<file path="src/rtl/core/hplp_pkg.sv">
// Package with result types, codes and byte classes of the parameter list parser.
`timescale 1ns / 1ps
package hplp_pkg;

  typedef enum logic [2:0] {
    KIND_KEY  = 3'd0,
    KIND_VAL  = 3'd1,
    KIND_PAIR = 3'd2,
    KIND_DROP = 3'd3,
    KIND_ERR  = 3'd4,
    KIND_DONE = 3'd5
  } kind_e;

  typedef enum logic [1:0] {
    ERR_NONE  = 2'd0,
    ERR_NAME  = 2'd1,
    ERR_VALUE = 2'd2,
    ERR_QUOTE = 2'd3
  } err_e;

  localparam int unsigned MaxRes    = 3;
  localparam int unsigned FifoDepth = 8;
  localparam int unsigned FifoAw    = $clog2(FifoDepth);

  typedef struct packed {
    kind_e      kind;
    logic [7:0] data;
    err_e       code;
    logic       last;
  } res_t;

  typedef struct packed {
    logic [1:0]        cnt;
    res_t [MaxRes-1:0] res;
  } step_t;

  function automatic logic is_ws(input logic [7:0] c);
    return (c == 8'd32) || ((c >= 8'd9) && (c <= 8'd13));
  endfunction

  function automatic logic is_tok(input logic [7:0] c);
    logic t;
    t = ((c >= "0") && (c <= "9")) || ((c >= "A") && (c <= "Z")) ||
        ((c >= "a") && (c <= "z"));
    case (c)
      "!", "#", "$", "%", "&", "'", "*", "+", "-", ".", "^", "_", 8'h60, "|", "~": t = 1'b1;
      default: ;
    endcase
    return t;
  endfunction

endpackage

</file>
<file path="src/rtl/core/hplp_parser.sv">
// Parser state and combinational step logic for one text byte.
`timescale 1ns / 1ps
module hplp_parser (
  input  logic           clk_i,
  input  logic           rst_ni,
  input  logic           go_i,
  input  logic [7:0]     byte_i,
  input  logic           fin_i,
  output hplp_pkg::step_t step_o
);
  import hplp_pkg::*;

  typedef enum logic [3:0] {
    PH_KEY_LEAD  = 4'd0,
    PH_KEY_BODY  = 4'd1,
    PH_KEY_TRAIL = 4'd2,
    PH_VAL_LEAD  = 4'd3,
    PH_VAL_BODY  = 4'd4,
    PH_VAL_TRAIL = 4'd5,
    PH_QUOTED    = 4'd6,
    PH_AFTER_Q   = 4'd7
  } phase_e;

  phase_e     phase_q, phase_d;
  logic       key_seen_q, key_seen_d;
  logic       key_inv_q, key_inv_d;
  logic       failed_q, failed_d;
  logic [1:0] n;
  res_t [MaxRes-1:0] res;

  always_comb begin
    phase_d    = phase_q;
    key_seen_d = key_seen_q;
    key_inv_d  = key_inv_q;
    failed_d   = failed_q;
    n          = 2'd0;
    res        = '0;
    if (!failed_q) begin
      case (phase_q)
        PH_KEY_LEAD, PH_KEY_BODY, PH_KEY_TRAIL: begin
          if (byte_i == "=") begin
            if (!key_seen_q || key_inv_q) begin
              failed_d = 1'b1;
              res[n] = '{KIND_ERR, 8'd0, ERR_NAME, 1'b0};
              n = n + 2'd1;
            end else begin
              phase_d    = PH_VAL_LEAD;
              key_seen_d = 1'b0;
              key_inv_d  = 1'b0;
            end
          end else if (is_ws(byte_i)) begin
            if (phase_q == PH_KEY_BODY) phase_d = PH_KEY_TRAIL;
          end else begin
            if ((phase_q == PH_KEY_TRAIL) || !is_tok(byte_i)) key_inv_d = 1'b1;
            key_seen_d = 1'b1;
            phase_d    = PH_KEY_BODY;
            res[n] = '{KIND_KEY, byte_i, ERR_NONE, 1'b0};
            n = n + 2'd1;
          end
        end
        PH_VAL_LEAD: begin
          if (is_ws(byte_i)) begin
            phase_d = PH_VAL_LEAD;
          end else if ((byte_i == "\"") && !fin_i) begin
            phase_d = PH_QUOTED;
          end else if (is_tok(byte_i)) begin
            phase_d = PH_VAL_BODY;
            res[n] = '{KIND_VAL, byte_i, ERR_NONE, 1'b0};
            n = n + 2'd1;
          end else begin
            failed_d = 1'b1;
            res[n] = '{KIND_ERR, 8'd0, ERR_VALUE, 1'b0};
            n = n + 2'd1;
          end
        end
        PH_VAL_BODY, PH_VAL_TRAIL: begin
          if (byte_i == ";") begin
            phase_d = PH_KEY_LEAD;
            res[n] = '{KIND_PAIR, 8'd0, ERR_NONE, 1'b0};
            n = n + 2'd1;
          end else if (is_ws(byte_i)) begin
            phase_d = PH_VAL_TRAIL;
          end else if ((phase_q == PH_VAL_BODY) && is_tok(byte_i)) begin
            res[n] = '{KIND_VAL, byte_i, ERR_NONE, 1'b0};
            n = n + 2'd1;
          end else begin
            failed_d = 1'b1;
            res[n] = '{KIND_ERR, 8'd0, ERR_VALUE, 1'b0};
            n = n + 2'd1;
          end
        end
        PH_QUOTED: begin
          if (byte_i == "\"") begin
            phase_d = PH_AFTER_Q;
            res[n] = '{KIND_PAIR, 8'd0, ERR_NONE, 1'b0};
          end else begin
            res[n] = '{KIND_VAL, byte_i, ERR_NONE, 1'b0};
          end
          n = n + 2'd1;
        end
        default: begin
          if (byte_i == ";") phase_d = PH_KEY_LEAD;
        end
      endcase
    end
    if (fin_i) begin
      if (!failed_d) begin
        case (phase_d)
          PH_KEY_LEAD, PH_KEY_BODY, PH_KEY_TRAIL: begin
            if (key_seen_d || key_inv_d) begin
              res[n] = '{KIND_DROP, 8'd0, ERR_NONE, 1'b0};
              n = n + 2'd1;
            end
          end
          PH_VAL_LEAD: begin
            res[n] = '{KIND_ERR, 8'd0, ERR_VALUE, 1'b0};
            n = n + 2'd1;
          end
          PH_VAL_BODY, PH_VAL_TRAIL: begin
            res[n] = '{KIND_PAIR, 8'd0, ERR_NONE, 1'b0};
            n = n + 2'd1;
          end
          PH_QUOTED: begin
            res[n] = '{KIND_ERR, 8'd0, ERR_QUOTE, 1'b0};
            n = n + 2'd1;
          end
          default: ;
        endcase
      end
      res[n] = '{KIND_DONE, 8'd0, ERR_NONE, 1'b0};
      n = n + 2'd1;
      phase_d    = PH_KEY_LEAD;
      key_seen_d = 1'b0;
      key_inv_d  = 1'b0;
      failed_d   = 1'b0;
    end
    for (int i = 0; i < MaxRes; i++) begin
      res[i].last = (2'(i + 1) == n);
    end
    step_o.cnt = n;
    step_o.res = res;
  end

  always_ff @(posedge clk_i or negedge rst_ni) begin
    if (!rst_ni) begin
      phase_q    <= PH_KEY_LEAD;
      key_seen_q <= 1'b0;
      key_inv_q  <= 1'b0;
      failed_q   <= 1'b0;
    end else if (go_i) begin
      phase_q    <= phase_d;
      key_seen_q <= key_seen_d;
      key_inv_q  <= key_inv_d;
      failed_q   <= failed_d;
    end
  end

endmodule

</file>
<file path="src/rtl/core/hplp_result_fifo.sv">
// Result queue that takes up to three results per cycle and gives one.
`timescale 1ns / 1ps
module hplp_result_fifo (
  input  logic            clk_i,
  input  logic            rst_ni,
  input  logic            push_i,
  input  hplp_pkg::step_t step_i,
  output logic            space_o,
  output logic            valid_o,
  input  logic            ready_i,
  output hplp_pkg::res_t  res_o
);
  import hplp_pkg::*;

  res_t                mem_q [FifoDepth];
  logic [FifoAw-1:0]   wr_ptr_q, wr_ptr_d;
  logic [FifoAw-1:0]   rd_ptr_q, rd_ptr_d;
  logic [FifoAw:0]     count_q, count_d;
  logic [1:0]          push_n;
  logic                pop;

  assign push_n  = push_i ? step_i.cnt : 2'd0;
  assign valid_o = (count_q != '0);
  assign pop     = valid_o && ready_i;
  assign space_o = (count_q <= (FifoAw + 1)'(FifoDepth - MaxRes));
  assign res_o   = mem_q[rd_ptr_q];

  assign wr_ptr_d = wr_ptr_q + FifoAw'(push_n);
  assign rd_ptr_d = rd_ptr_q + FifoAw'(pop);
  assign count_d  = count_q + (FifoAw + 1)'(push_n) - (FifoAw + 1)'(pop);

  always_ff @(posedge clk_i) begin
    for (int i = 0; i < MaxRes; i++) begin
      if (push_i && (2'(i) < step_i.cnt)) begin
        mem_q[wr_ptr_q + FifoAw'(i)] <= step_i.res[i];
      end
    end
  end

  always_ff @(posedge clk_i or negedge rst_ni) begin
    if (!rst_ni) begin
      wr_ptr_q <= '0;
      rd_ptr_q <= '0;
      count_q  <= '0;
    end else begin
      wr_ptr_q <= wr_ptr_d;
      rd_ptr_q <= rd_ptr_d;
      count_q  <= count_d;
    end
  end

endmodule

</file>
<file path="src/rtl/core/header_parameter_list_parser_unit.sv">
// Top level of the header parameter list parser.
//
//  channel | dir | tdata                          | tuser    | tlast
//  s_axis  | in  | [7:0] in_byte                  | -        | is_final
//  m_axis  | out | [7:0] out_byte, [9:8] err code | [2:0] kind | last result of a byte
//
// One text word is taken per cycle while the queue has room; each word is held
// in an input register, and its results leave one per cycle, while m_axis_tready
// is high, through an eight-entry result queue. Any word holds the input back while
// the queue is short of three free entries; the output side sets the sustained rate.
// Reset returns the parser to key leading whitespace and empties the queue.
`timescale 1ns / 1ps
module header_parameter_list_parser_unit (
  input  logic        clk_i,
  input  logic        rst_ni,
  input  logic        s_axis_tvalid,
  output logic        s_axis_tready,
  input  logic [7:0]  s_axis_tdata,   // [7:0] in_byte
  input  logic        s_axis_tlast,
  output logic        m_axis_tvalid,
  input  logic        m_axis_tready,
  output logic [15:0] m_axis_tdata,   // [7:0] out_byte, [9:8] error_code
  output logic [2:0]  m_axis_tuser,   // [2:0] kind
  output logic        m_axis_tlast
);
  import hplp_pkg::*;

  logic       in_vld_q;
  logic [7:0] in_byte_q;
  logic       in_fin_q;
  logic       s_acc;
  logic       step_go;
  logic       space;
  step_t      step;
  res_t       head;

  assign step_go       = in_vld_q && space;
  assign s_axis_tready = !in_vld_q || space;
  assign s_acc         = s_axis_tvalid && s_axis_tready;

  always_ff @(posedge clk_i or negedge rst_ni) begin
    if (!rst_ni) begin
      in_vld_q <= 1'b0;
    end else if (s_acc) begin
      in_vld_q <= 1'b1;
    end else if (step_go) begin
      in_vld_q <= 1'b0;
    end
  end

  always_ff @(posedge clk_i) begin
    if (s_acc) begin
      in_byte_q <= s_axis_tdata;
      in_fin_q  <= s_axis_tlast;
    end
  end

  hplp_parser u_parser (
    .clk_i  (clk_i),
    .rst_ni (rst_ni),
    .go_i   (step_go),
    .byte_i (in_byte_q),
    .fin_i  (in_fin_q),
    .step_o (step)
  );

  hplp_result_fifo u_fifo (
    .clk_i   (clk_i),
    .rst_ni  (rst_ni),
    .push_i  (step_go),
    .step_i  (step),
    .space_o (space),
    .valid_o (m_axis_tvalid),
    .ready_i (m_axis_tready),
    .res_o   (head)
  );

  assign m_axis_tdata = {6'd0, head.code, head.data};
  assign m_axis_tuser = head.kind;
  assign m_axis_tlast = head.last;

endmodule

</file>
<file path="config.mk">
export PLATFORM = sky130hd
export DESIGN_NAME = header_parameter_list_parser_unit
export DESIGN_NICKNAME = d
export VERILOG_FILES = /design/src/rtl/core/hplp_pkg.sv /design/src/rtl/core/hplp_parser.sv /design/src/rtl/core/hplp_result_fifo.sv /design/src/rtl/core/header_parameter_list_parser_unit.sv
export SDC_FILE = /design/constraint.sdc
export NUM_CORES = 1
export LEC_CHECK = 0
export BUFFER_PORTS_ARGS = -buffer_cell sky130_fd_sc_hd__buf_4
export CAP_MARGIN = 10
export CORE_UTILIZATION = 28
export DETAILED_ROUTE_END_ITERATION = 8
export PLACE_DENSITY = 0.47
export REMOVE_ABC_BUFFERS = 1
export SYNTH_ARGS = -nofsm -noshare
export SYNTH_HDL_FRONTEND = slang
export SYNTH_SLANG_ARGS = --single-unit
</file>
<file path="constraint.sdc">
create_clock -name clk_i -period 10.05 [get_ports clk_i]
set_clock_uncertainty 0.2 [all_clocks]
set_input_delay 0.5025 -clock clk_i [delete_from_list [all_inputs] [get_ports clk_i]]
set_output_delay 0.5025 -clock clk_i [all_outputs]
set_load 0.005 [all_outputs]
</file>
* Word-level counts from Yosys, hierarchy flattened
Memory sizes are Yosys's and may differ from the RTL's.
Cells that the tools add are included.
** Word-level totals
- Output and inout bits :: 22
- Bits in writable memories :: 112
- Bits in registers :: 27
- Logic and storage cells :: 212
- Memories kept :: 1
- Input bits :: 13
- Bits in read-only memories :: 0
- Latch bits :: 0
** Operators by class
- $lt $le $gt $ge :: 16
- Multipliers :: 0
- Reduce and logical (&&, ||, !) cells :: 35
- Bitwise logic cells :: 15
- Shift-type cells :: 0
- Equality and inequality tests :: 34
- Div/mod/pow operators :: 0
- Add/sub/neg operators :: 8
- Mux-type cells :: 93
** Memories
- u_fifo.mem_q :: depth 8, width 14, rd ports 1, clocked after Yosys merged registers in 0, wr ports 3, RTL line hplp_result_fifo.sv:15 : res_t mem_q [FifoDepth];
** Operators with widths (count)
- 2-to-1 mux 42 bit :: 4
- one-hot mux 42 bit (4 select lines) :: 1
- 2-to-1 mux 14 bit :: 11
- == test 8 x 6 -> 1 bit, second input constant :: 14
- inverter 36 bit :: 3
- bitwise AND 12 x 36 -> 36 bit :: 2
- demux 14 bit (select 2 bit) :: 2
- one-hot mux 14 bit (4 select lines) :: 1
- 2-to-1 mux 4 bit :: 13
- 2-to-1 mux 1 bit :: 47
- == test 8 x 7 -> 1 bit, second input constant :: 5
- bitwise AND 13 x 39 -> 39 bit :: 1
- inverter 39 bit :: 1
- bitwise AND 36 bit :: 1
- bitwise AND 11 x 33 -> 33 bit :: 1
- inverter 33 bit :: 1
- == test 4 x 3 -> 1 bit, second input constant :: 6
- == test 4 x 2 -> 1 bit, second input constant :: 4
- >= comparator 8 x 7 -> 1 bit, second input constant :: 2
- less-or-equal comparator 8 x 7 -> 1 bit, second input constant :: 2
- 2-to-1 mux 2 bit :: 8
- one-hot mux 4 bit (4 select lines) :: 1
- OR reduction 15 bit :: 1
- logical AND 1 bit :: 14
- 36 further kinds :: 55

* Longest topological paths before layout
Gate-level depths: netlist (run 1).
- Depth in word-level cells :: 28
- Depth in mapped cells :: 20
- Mapped depth without buffers :: 18

* Hierarchy
From an unflattened synthesis (run 1), not the netlist that was laid out.
** Unflattened totals
- Cells, all modules :: 1094
- Area, all modules :: 10187.3 sq um
** By module, submodules not included
- hplp_result_fifo :: area an instance 8074.0 sq um, sequential area each 3613.5 sq um, times used 1, cells each 826
- hplp_parser :: area an instance 1734.2 sq um, sequential area each 175.2 sq um, times used 1, cells each 247
- header_parameter_list_parser_unit :: area an instance 379.1 sq um, sequential area each 295.3 sq um, times used 1, cells each 21

* Least setup slack after synthesis (run 1)
Ideal clock, no wire load.
- Path type :: register to register
- Start point :: reg in_byte_q[6]
- End point :: mem u_fifo.mem_q[2][0] in the netlist's numbering (enable)
- Data required time :: 9.462 ns
- Slack :: 4.751 ns
- Arrival time :: 4.711 ns
- Cell stages (with the launch flop) :: 17
- Cells stage by stage :: edfxtp_1 -> or4_1 -> a2111o_1 -> nand2_4 -> mux2i_1 -> nor3_1 -> nor4_2 -> o21ai_2 -> and2_1 -> buf_6 -> ha_1 -> nor3_1 -> nand2_1 -> a211oi_4 -> a21o_1 -> buf_2 -> o21bai_1
** RTL lines
- from (decl) :: RTL line header_parameter_list_parser_unit.sv:29 : logic [7:0] in_byte_q;
- from (signal assigned) :: RTL line header_parameter_list_parser_unit.sv:53 : in_byte_q <= s_axis_tdata;
- to (decl) :: RTL line hplp_result_fifo.sv:15

==> summary.txt, run 1 <==
Synth
  • FF+latch count, synth: between 100 and 150
  • Largest family of logic cells by synthesized area: simple AND/OR/NAND/NOR gates
  • Compound-Gate Fraction of Synth Area: 12.8%
  • Synth cell types: 80
  • Synth Instances: 697
  • Seq/Total Area, Yosys: 50.6%
  • Synth Area per Inst: 11.6 µm²
  • Synth Area in Simple Gates: 15.5%
  • Syn. warnings: 0
  • Xor and xnor fraction of the mapped netlist area: 0.760%
  • Mapped Area: 8070 µm²
  • Async S/R FF share, synth: 12.9%
  • Number of flops mapped to enable cells by yosys: around 120
  • Top_reg_cell synth: edfxtp_1
  • Post-synthesis mux area share: about 14%
  • Adder-cell area share of the yosys netlist: 2.82%

Pwr
  • P per Cell Area: 371 nW/µm²
  • Clk pwr share: 20.1%
  • Combinational Power Share: around half
  • NetSw: 1.43 mW
  • Part of the power in registers: slightly above 30%
  • Sw Share: 41.6%
  • Static leakage: 3.52 nW
  • Pwr Total: 3.45 mW
  • Internal Dissipation: just over 2 mW
  • VDD IR max: 0.000130 V

Detailed routing
  • Total Wirelength: 22,400 µm
  • Routed vias/inst: 5.13
  • Routed WL per cell: 20.1 µm
  • Vias: roughly 5,700
  • First DRT Iteration DRCs: 368
  • Detail Route Antenna Nets: 0
  • Drc violations: 0
  • TritonRoute pass-1 iters: 5

Timing
  • Slew Limit Fails: 0
  • Tmin final: 6.66 ns
  • Final setup vio count: 0
  • Slew headroom: 35.5%
  • WHS: 0.0565 ns
  • Final hold vios: 0
  • Period utilization: 66.3%
  • RSZ-0062 raised after global routing: no
  • Peak Freq: 150 MHz
  • Slew @ Worst Pin: ~0.96 ns
  • Setup TNS: 0 ns

Critical path
  • Crit path arrival time: 6.59 ns
  • Req. time, crit path: 9.98 ns
  • Cell mode on critical path: nor3_1
  • Worst Setup End Kind: register
  • Worst-path fanout max: 9
  • CP Cell Sequence: nand4bb_1 > nor4_2 > nor3_1 > a31oi_2 > inv_1 > nor4_2 > o21ai_2 > and2_1 > ha_1 > nor3_1 > nand2_1 > nor3_1 > a21o_1 > o21bai_1 > buf_4
  • Crit path max-delay cell type: nor3_1
  • Slowest stage delay, CP: 0.72 ns
  • Kind of critical path: register to register
  • R2r worst-path depth: 15
  • Worst setup SP type: register

Floorplan
  • Io pins: 35
  • # rows: 61
  • Die Y: about 170 µm
  • Die Wd: 172 µm
  • Initial Util: between 20% and 30%
  • Die area: approximately 29,000 µm²
  • Core Area: 28,100 µm²

Finish
  • Area Growth Syn to Fin: 15.3%
  • Ratio of cells with drive above 1 in the final layout: a little under a fifth
  • # diodes: 0
  • Non-Filler Cell Area, Final: 9300 µm²
  • Nets: 750

Clocking
  • Clk sinks: between 100 and 150
  • Post-CTS sizing: 0
  • Clock edge transition at the registers on the reported setup and hold paths: roughly 0.07 ns
  • H-tree depth: 4
  • Clock latency on the worst-skew pair: 0.42 ns
  • Root Buffer: clkbuf_16
  • Number of setup buffers added after CTS: 0
  • CTS Hold Buffers Added: 1
  • CTS tree: done
  • Longest Clk Path Bufs: 2
  • Total CTS buffers: 17

Run status
  • Status: complete, no violations

GRT
  • Pin count of the biggest net entering global routing: 30
  • Initial antenna violation count: 0
  • Grt ovf: 0
  • First-pass GRT wire length: 34,500 µm
  • Vias in the first global route: 5,710
  • GRT Total Usage: 15.9%

Place
  • Gpl congestion: 0.909
  • Post-DP Area: just under 9000 µm²
  • Detailed Place HPWL: about 16,000 µm
  • IO buf count: 28

Hold path
  • Worst hold path stage count: 1
  • Hold Crit Class: input pin to register

Flow run
  • Number of max-cap violations: 0
power by group through the flow:
stage	Clock, mW	Sequential (mW)	Combinational [mW]
final	0.695	1.05	1.71
after global routing	0.726	1.07	1.89
after CTS	0.707	1.05	1.73
after detailed placement	0	1.06	1.72
after global placement	0	1.06	1.72
after floorplan	0	1.04	1.17
critical path: cells and delay by family, from the launching register on:
kind	cells	cell delay [ns]
simple gates	8	3.22
compound gates	4	1.53
flops	1	0.51
buf+inv	2	0.51
fa+ha+maj	1	0.38
cell type report:
type	instances	area, µm²
sequential	139	4090
multi-input combinational	500	3720
clock buffer	17	425
timing repair buffer	40	303
inverter	22	82.6
fill	2885	18800
clock inverter	15	211
tap	378	473
flip-flops by register name, summed over array words and instances (netlist names):
register,flops
u_fifo.wr_ptr_q,3
in_fin_q,1
u_parser.key_inv_q,1
in_byte_q,8
u_parser.key_seen_q,1
u_fifo.count_q,4
u_parser.phase_q,4
u_parser.failed_q,1
in_vld_q,1
u_fifo.rd_ptr_q,3
u_fifo.mem_q,112
metal layers:
metal  global-route usage (%)  vias to the layer above  share of wire [%]
met1                     22.0                     2876                 48
met3                     2.23                       17                3.4
li1                         -                     2671                  -
met4                     5.01                        0                1.3
met5                        0                        -                  0
met2                     25.6                      136                 47
worst paths after layout:
check,from,slack (ns),end
min in group asynchronous,rst_ni,0.29,in_vld_q
max in group asynchronous,rst_ni,9.13,u_fifo.rd_ptr_q[0]
max reg2reg,in_byte_q[7],3.39,u_fifo.mem_q[4][9]
min,s_axis_tlast,0.06,in_fin_q
max,in_byte_q[7],3.39,u_fifo.mem_q[4][9]
min reg2reg,in_vld_q,0.35,in_vld_q
cells in the final DEF, fill, tap and decap left out, types with 4 or more instances in the layout:
master and count:
o31a_1 4, o21ai_0 27, conb_1 6, inv_1 20, edfxtp_1 121, a31oi_1 7, xnor2_1 4, nor2b_1 7
clkbuf_16 17, nand3_1 16, nand2_1 63, or2_2 4, o2bb2ai_1 6, nand2b_1 6, mux2_2 14, bufinv_16 4
mux2i_1 25, nor2_1 98, o21bai_1 8, a21oi_1 22, and2_1 8, nor4bb_1 4, dfrtp_1 17, o21ai_1 4
mux2_1 8, buf_4 39, nand4_1 4, o211ai_1 10, mux4_2 28, a21o_1 11, ha_1 15, a211oi_1 6
o31ai_1 4, nor3_1 19
synthesized netlist by cell type, types with 4 or more instances:
master	n	share of area (%)
buf_2	12	0.74
mux2i_1	25	3.1
ha_1	15	2.3
mux2_2	14	2.0
nand4_1	4	0.31
nor3_1	19	1.2
edfxtp_1	121	45
o21ai_1	4	0.25
xnor2_1	4	0.43
nand2b_1	6	0.47
a211oi_1	6	0.56
o211ai_1	10	0.93
o2bb2ai_1	6	0.65
dfrtp_1	18	5.6
nand3_1	16	0.99
nor2b_1	7	0.54
and2_1	8	0.62
nor4bb_1	4	0.50
buf_4	6	0.56
buf_1	4	0.19
clkbuf_1	18	0.84
o31a_1	4	0.43
mux4_2	28	7.8
a31oi_1	7	0.54
a21o_1	11	1.0
mux2_1	8	1.1
o31ai_1	4	0.37
o21ai_0	27	1.7
or2_2	4	0.31
a21oi_1	22	1.4
o21bai_1	8	0.74
inv_1	20	0.93
nor2_1	98	4.6
nand2_1	63	2.9
cells by family after synthesis:
group	Yosys count
other	1
XOR/XNOR	7
buffers and inverters	63
AND/OR/NAND/NOR	256
AO/OA/AOI/OAI	139
multiplexers	75
adder cells (fa/ha/maj)	17
flip-flops	139
per-stage QoR:
stage	utilization, %	worst slack, ns	cells
3_3_place_gp	30.8	3.55	1078
6_report	33.1	3.39	1111
4_1_cts	33.1	3.41	1111
2_1_floorplan	-	4.67	661
3_5_place_dp	30.8	3.45	1078
5_1_grt	33.1	2.93	1111
Power figures use the tool's default switching activity.
==> inputs of run 2 (changes only) <==
- PLACE_DENSITY: 0.47 -> 0.48
- clock period: 10.05 -> 5.55 ns (I/O delays scaled with it)
==> summary.txt, run 2 (synthesis results as in run 1) <==
Run status
  • Status: complete, no violations (unchanged)

Timing
  • Slew @ Worst Pin: 0.928 ns (was 0.960 ns)
  • Tmin final: 5.14 ns (was 6.66 ns)
  • Slew headroom: 38.1% (was 35.5%)
  • Period utilization: 92.7% (was 66.3%)
  • Final hold vios: 0 (unchanged)
  • RSZ-0062 raised after global routing: no (unchanged)
  • Final setup vio count: 0 (unchanged)
  • Setup ws final: 0.405 ns (was 3.39 ns)
  • Slew Limit Fails: 0 (unchanged)
  • Peak Freq: 194 MHz (was 150 MHz)
  • Setup TNS: 0 ns (unchanged)

Critical path
  • Reg-to-reg setup timing slack: 0.41 ns (was 3.39 ns)
  • R2r worst-path depth: 17 (was 15)
  • Worst setup SP type: register (unchanged)
  • Req. time, crit path: 5.48 ns (was 9.98 ns)
  • Crit path arrival time: 5.08 ns (was 6.59 ns)
  • Worst R2R End: u_fifo.mem_q[6][1] (was u_fifo.mem_q[4][9])
  • R2R Path Start: in_byte_q[6] (was in_byte_q[7])
  • Worst-path fanout max: 10 (was 9)
  • Worst Setup End Kind: register (unchanged)
  • Critical path origin: in_byte_q[6] (was in_byte_q[7])
  • Kind of critical path: register to register (unchanged)

GRT
  • Grt ovf: 0 (unchanged)
  • GRT Total Usage: 16.1% (was 15.9%)
  • First-pass GRT wire length: 34,900 µm (was 34,500 µm)
  • Initial antenna violation count: 0 (unchanged)
  • Vias in the first global route: 5,832 (was 5,710)
  • Pin count of the biggest net entering global routing: 29 (was 30)

Place
  • IO buf count: 28 (unchanged)
  • Worst slack, placed: 0.233 ns (was 3.45 ns)
  • Gpl congestion: 0.887 (was 0.909)
  • Detailed Place HPWL: 15,900 µm (was 15,800 µm)
  • Placed cells: 1,116 (was 1,078)
  • Post-DP Area: 8970 µm² (was 8650 µm²)

Finish
  • Commonest cells after routing, fill and taps aside: edfxtp_1 (121), nor2_1 (98), buf_4 (77) (was edfxtp_1 (121), nor2_1 (98), nand2_1 (63))
  • Biggest regs: u_fifo.mem_q: 112 flops, in_byte_q: 8 flops (unchanged)
  • Non-filler cells, final: 1,161 (was 1,111)
  • Non-Filler Cell Area, Final: 9700 µm² (was 9300 µm²)
  • Largest Register: u_fifo.mem_q (unchanged)
  • Max reg flops: 112 (unchanged)
  • Area Growth Syn to Fin: 20.2% (was 15.3%)
  • Nets: 800 (was 750)
  • Most common cell after layout, fill and taps aside: edfxtp_1 (unchanged)
  • # diodes: 0 (unchanged)
  • Ratio of cells with drive above 1 in the final layout: 23.6% (was 19.1%)

Clocking
  • Root Buffer: clkbuf_16 (unchanged)
  • H-tree depth: 4 (unchanged)
  • Clock latency on the worst-skew pair: 0.42 ns (about the same)
  • Longest Clk Path Bufs: 2 (unchanged)
  • Total CTS buffers: 17 (unchanged)
  • Clock edge transition at the registers on the reported setup and hold paths: 0.06 ns (was 0.07 ns)
  • CTS tree: done (unchanged)
  • Clk sinks: 139 (unchanged)

Flow run
  • Number of max-cap violations: 0 (unchanged)

Detailed routing
  • First DRT Iteration DRCs: 431 (was 368)
  • TritonRoute pass-1 iters: 5 (unchanged)
  • Vias: 5,855 (was 5,700)
  • Drc violations: 0 (unchanged)
  • Routed vias/inst: 5.04 (was 5.13)
  • Routed WL per cell: 19.5 µm (was 20.1 µm)
  • Detail Route Antenna Nets: 0 (unchanged)
  • Total Wirelength: 22,600 µm (was 22,400 µm)

Hold path
  • HP Start: m_axis_tready (was s_axis_tlast)
  • Hold Crit Class: input pin to register (unchanged)
  • Worst hold path endpoint: u_fifo.rd_ptr_q[0] (was in_fin_q)
  • Worst hold path stage count: 3 (was 1)

Floorplan
  • Die Wd: 172 µm (unchanged)
  • Die Y: 172 µm (unchanged)
  • Initial Util: 28.7% (unchanged)
  • Io pins: 35 (unchanged)
  • Die area: 29,500 µm² (unchanged)
  • # rows: 61 (unchanged)
  • Core Area: 28,100 µm² (unchanged)

Pwr
  • Static leakage: 3.74 nW (was 3.52 nW)
  • VDD IR max: 0.000229 V (was 0.000130 V)
  • P per Cell Area: 653 nW/µm² (was 371 nW/µm²)
  • Pwr Total: 6.33 mW (was 3.45 mW)
[run 2: cell count changes in the layout (fill, tap and decap cells not counted), sizes merged]
cell,before,now
buf,39,79
clkinvlp,1,3
clkinv,5,3
inv,27,30
bufinv,4,1
dlygate4sd3,1,11
[run 2: worst max-delay path by stage]
stage | cells after the start | slack (ns) | to
6_report | 17 | 0.41 | u_fifo.mem_q[6][1]
5_1_grt | 18 | 0.14 | u_fifo.mem_q[0][10]
4_1_cts | 15 | 0.23 | u_fifo.mem_q[4][10]
3_5_place_dp | 15 | 0.23 | u_fifo.mem_q[4][13]
3_3_place_gp | 16 | 0.23 | u_fifo.mem_q[5][13]
2_1_floorplan | 14 | 0.17 | u_fifo.mem_q[2][0]
[run 2: cell type report]
| cell class | instances | area, µm² |
|---|---|---|
| clock inverters | 15 | 156 |
| flip-flops and latches | 139 | 4090 |
| fillers | 2873 | 18400 |
| multi-input cells | 500 | 3740 |
| repair buffers | 90 | 728 |
| well taps | 378 | 473 |
| clock buffers | 17 | 425 |
| inverters | 22 | 82.6 |
[run 2: stage by stage]
| step | utilization [%] | hold WS, ns |
|---|---|---|
| floorplan | - | -0.218 |
| global placement | 31.9 | -0.0245 |
| detailed placement | 31.9 | -0.0212 |
| CTS | 34.4 | 0.0345 |
| global route | 34.5 | 0.0570 |
| finish | 34.5 | 0.0355 |
[run 2: what timing repair did]
item | 4_1_cts | 5_1_grt
resized for setup | 0 | 5
setup buffers | 0 | 2
setup endpoints to repair | 0 | 107
endpoints found under the hold margin | 28 | 0
hold buffers | 11 | 0
[run 2: power breakdown]
group          switching (mW)  internal [mW]
logic                    1.95           1.38
clock network           0.504          0.634
registers               0.217           1.64
[run 2: metal layers]
| layer | vias up | share of wire [%] | global-route usage (%) |
|---|---|---|---|
| li1 | 2770 | - | - |
| met1 | 2907 | 47 | 22.0 |
| met4 | 0 | 1.8 | 4.54 |
| met2 | 148 | 47 | 26.1 |
| met5 | - | 0 | 0 |
| met3 | 30 | 3.5 | 2.65 |
[run 2: worst max-delay path: stages (launching register included)]
cell,delay [ns]
edfxtp_1,0.51
or4_1,0.55
a2111o_1,0.48
nand2_4,0.15
mux2i_1,0.33
nor3_1,0.14
nor4_2,0.28
buf_4,0.17
nor2_1,0.05
nand2_1,0.06
nand2_1,0.09
ha_1,0.37
nor3_2,0.27
nand2_2,0.20
a211oi_4,0.31
a21o_1,0.17
o21bai_1,0.29
buf_12,0.22
==> inputs of run 3 (changes only) <==
- ABC_AREA: not set -> 1
- REMOVE_ABC_BUFFERS: 1 -> not set
==> summary.txt, run 3 <==
Run status
  • Status: complete, no violations (unchanged)

Hold path
  • Worst hold path stage count: 3 (unchanged)
  • HP Start: m_axis_tready (unchanged)
  • Hold Crit Class: input pin to register (unchanged)

Timing
  • Peak Freq: 202 MHz (was 194 MHz)
  • Slew Limit Fails: 0 (unchanged)
  • Tmin final: 4.95 ns (was 5.14 ns)
  • Final setup vio count: 0 (unchanged)
  • Final hold vios: 0 (unchanged)
  • Slew headroom: 34.0% (was 38.1%)
  • RSZ-0062 raised after global routing: no (unchanged)
  • Slew @ Worst Pin: 0.990 ns (was 0.928 ns)
  • Period utilization: 89.1% (was 92.7%)
  • Setup TNS: 0 ns (unchanged)
  • WHS: 0.0309 ns (was 0.0355 ns)

Detailed routing
  • Routed WL per cell: 16.5 µm (was 19.5 µm)
  • Vias: 6,886 (was 5,855)
  • First DRT Iteration DRCs: 492 (was 431)
  • Total Wirelength: 24,100 µm (was 22,600 µm)
  • Drc violations: 0 (unchanged)
  • TritonRoute pass-1 iters: 5 (unchanged)
  • Routed vias/inst: 4.72 (was 5.04)
  • Detail Route Antenna Nets: 0 (unchanged)

GRT
  • Initial antenna violation count: 0 (unchanged)
  • Vias in the first global route: 6,473 (was 5,832)
  • Grt ovf: 0 (unchanged)
  • First-pass GRT wire length: 37,300 µm (was 34,900 µm)
  • GRT Total Usage: 16.1% (about the same)
  • Pin count of the biggest net entering global routing: 58 (was 29)

Synth
  • Post-synth top area share: 43.5% (was 45.1%)
  • Async S/R FF share, synth: 12.9% (unchanged)
  • Seq/Total Area, Yosys: 48.9% (was 50.6%)
  • Synth Area per Inst: 8.25 µm² (was 11.6 µm²)
  • Synth cell types: 44 (was 80)
  • Cell with the most instances after synthesis: nand2_1 (was edfxtp_1)
  • Synth Instances: 1,012 (was 697)
  • Leading area contributor after synthesis: edfxtp_1 (unchanged)
  • Top_reg_cell synth: edfxtp_1 (unchanged)
  • Syn. warnings: 0 (unchanged)
  • Synth area leaders: edfxtp_1 (44%), nand2_1 (10%), nor2_1 (9.7%), o21ai_0 (5.7%), dfrtp_1 (5.4%) (was edfxtp_1 (45%), mux4_2 (7.8%), dfrtp_1 (5.6%), nor2_1 (4.6%), mux2i_1 (3.1%))
  • Mapped Area: 8350 µm² (was 8070 µm²)
  • Post-synth top cells: nand2_1 (226), nor2_1 (216), edfxtp_1 (121) (was edfxtp_1 (121), nor2_1 (98), nand2_1 (63))
  • FF+latch count, synth: 139 (unchanged)
  • Number of flops mapped to enable cells by yosys: 121 (unchanged)

Clocking
  • Post-CTS sizing: 0 (unchanged)
  • Clk sinks: 139 (unchanged)
  • CTS tree: done (unchanged)
  • Clock edge transition at the registers on the reported setup and hold paths: 0.07 ns (was 0.06 ns)
  • Total CTS buffers: 17 (unchanged)
  • H-tree depth: 4 (unchanged)
  • Number of setup buffers added after CTS: 0 (unchanged)
  • Longest Clk Path Bufs: 2 (unchanged)
  • Root Buffer: clkbuf_16 (unchanged)
  • Clock latency on the worst-skew pair: 0.43 ns (was 0.42 ns)

Critical path
  • Worst setup SP type: register (unchanged)
  • R2r worst-path depth: 25 (was 17)
  • CP bufs+invs: 8 (was 2)
  • Critical path origin: in_byte_q[1] (was in_byte_q[6])
  • Crit path arrival time: 4.81 ns (was 5.08 ns)
  • Kind of critical path: register to register (unchanged)
  • Critical path depth in cells: 25 (was 17)
  • Reg-to-reg setup timing slack: 0.60 ns (was 0.41 ns)
  • Slowest stage delay, CP: 0.54 ns (was 0.55 ns)
  • Req. time, crit path: 5.41 ns (was 5.48 ns)
  • Crit path max-delay cell type: edfxtp_1 (was or4_1)
  • Worst Setup End Kind: register (unchanged)
  • Worst-path fanout max: 14 (was 10)
  • CP top delay family: simple AND/OR/NAND/NOR gates (unchanged)
  • R2R Path Start: in_byte_q[1] (was in_byte_q[6])

Floorplan
  • Core Area: 29,000 µm² (was 28,100 µm²)
  • # rows: 62 (was 61)
  • Io pins: 35 (unchanged)
  • Die Y: 175 µm (was 172 µm)
  • Die area: 30,500 µm² (was 29,500 µm²)
  • Initial Util: 28.8% (was 28.7%)
  • Die Wd: 175 µm (was 172 µm)

Finish
  • Nets: 1,093 (was 800)
  • FF+latch area: 4090 µm² (unchanged)
  • Commonest cells after routing, fill and taps aside: nand2_1 (226), nor2_1 (216), edfxtp_1 (121) (was edfxtp_1 (121), nor2_1 (98), buf_4 (77))
  • Max reg flops: 112 (unchanged)
  • Most common cell after layout, fill and taps aside: nand2_1 (was edfxtp_1)
  • # diodes: 0 (unchanged)
  • Multi-input logic area: 3700 µm² (was 3740 µm²)
  • Ratio of cells with drive above 1 in the final layout: 14.6% (was 23.6%)
  • Biggest regs: u_fifo.mem_q: 112 flops, in_byte_q: 8 flops (unchanged)
  • Fill cells: 3,058 (was 2,873)
  • Final Util: 33.6% (was 34.5%)
  • Area Growth Syn to Fin: 16.7% (was 20.2%)
  • Largest Register: u_fifo.mem_q (unchanged)

Place
  • Detailed Place HPWL: 17,300 µm (was 15,900 µm)
  • Gpl congestion: 0.898 (was 0.887)
  • IO buf count: 28 (unchanged)

Flow run
  • Number of max-cap violations: 0 (unchanged)
run 3: layer usage:
metal / share of wire, % / wire [µm] / up-vias / GRT usage, %
li1: - / - / 3454 / -
met1: 47 / 11200 / 3248 / 21.5
met2: 48 / 11700 / 164 / 27.0
met3: 4.0 / 964 / 20 / 2.24
met4: 1.1 / 259 / 0 / 4.53
met5: 0 / 0 / - / 0
run 3: cells by family (layout without fill, tap and decap cells):
family / Yosys count / in the layout / share of synthesized area [%]
other: 1 / 6 / 0.0449
adders and majority gates: 17 / 17 / 2.73
buffers and inverters: 141 / 200 / 7.06
AOI/OAI and AO/OA: 155 / 155 / 10.4
xor gates and xnor gates: 4 / 4 / 0.420
DFF: 139 / 139 / 48.9
and+or+nand+nor: 555 / 555 / 30.5
run 3: cell type report:
| type | instances | area share [%] |
|---|---|---|
| flip-flops and latches | 139 | 41.9 |
| multi-input cells | 737 | 37.9 |
| well taps | 384 | 4.93 |
| repair buffers | 60 | 4.90 |
| clock buffers | 17 | 4.36 |
| inverters | 108 | 4.16 |
| clock inverters | 15 | 1.80 |
run 3: tightest hold or removal path: stages:
cell and delay [ns]:
buf_4 0.07, and2_1 0.16, ha_1 0.13
run 3: worst paths after layout:
| kind | end |
|---|---|
| hold reg to reg | u_fifo.rd_ptr_q[2] |
| max in group asynchronous | u_fifo.rd_ptr_q[0] |
| min in group asynchronous | u_fifo.rd_ptr_q[2] |
| setup / recovery | u_fifo.mem_q[4][8] |
| hold / removal | u_fifo.rd_ptr_q[0] |
| setup reg to reg | u_fifo.mem_q[4][8] |
run 3: what timing repair did:
action                     4_1_cts  5_1_grt
hold buffers                    11        0
setup endpoints to repair        0        0
hold endpoints to repair        28        0
run 3: metrics by stage:
step           cell area [µm²]  instances  setup slack, ns
2_1_floorplan             8370       1017             1.05
3_3_place_gp              9040       1417            0.660
3_5_place_dp              9040       1417            0.625
4_1_cts                   9750       1460            0.601
5_1_grt                   9750       1460           0.0427
6_report                  9750       1460            0.602
Power of run 3 is left out: the tool's default activity adds up to more than one toggle a clock period on the data nets, which glitch-free logic cannot reach.
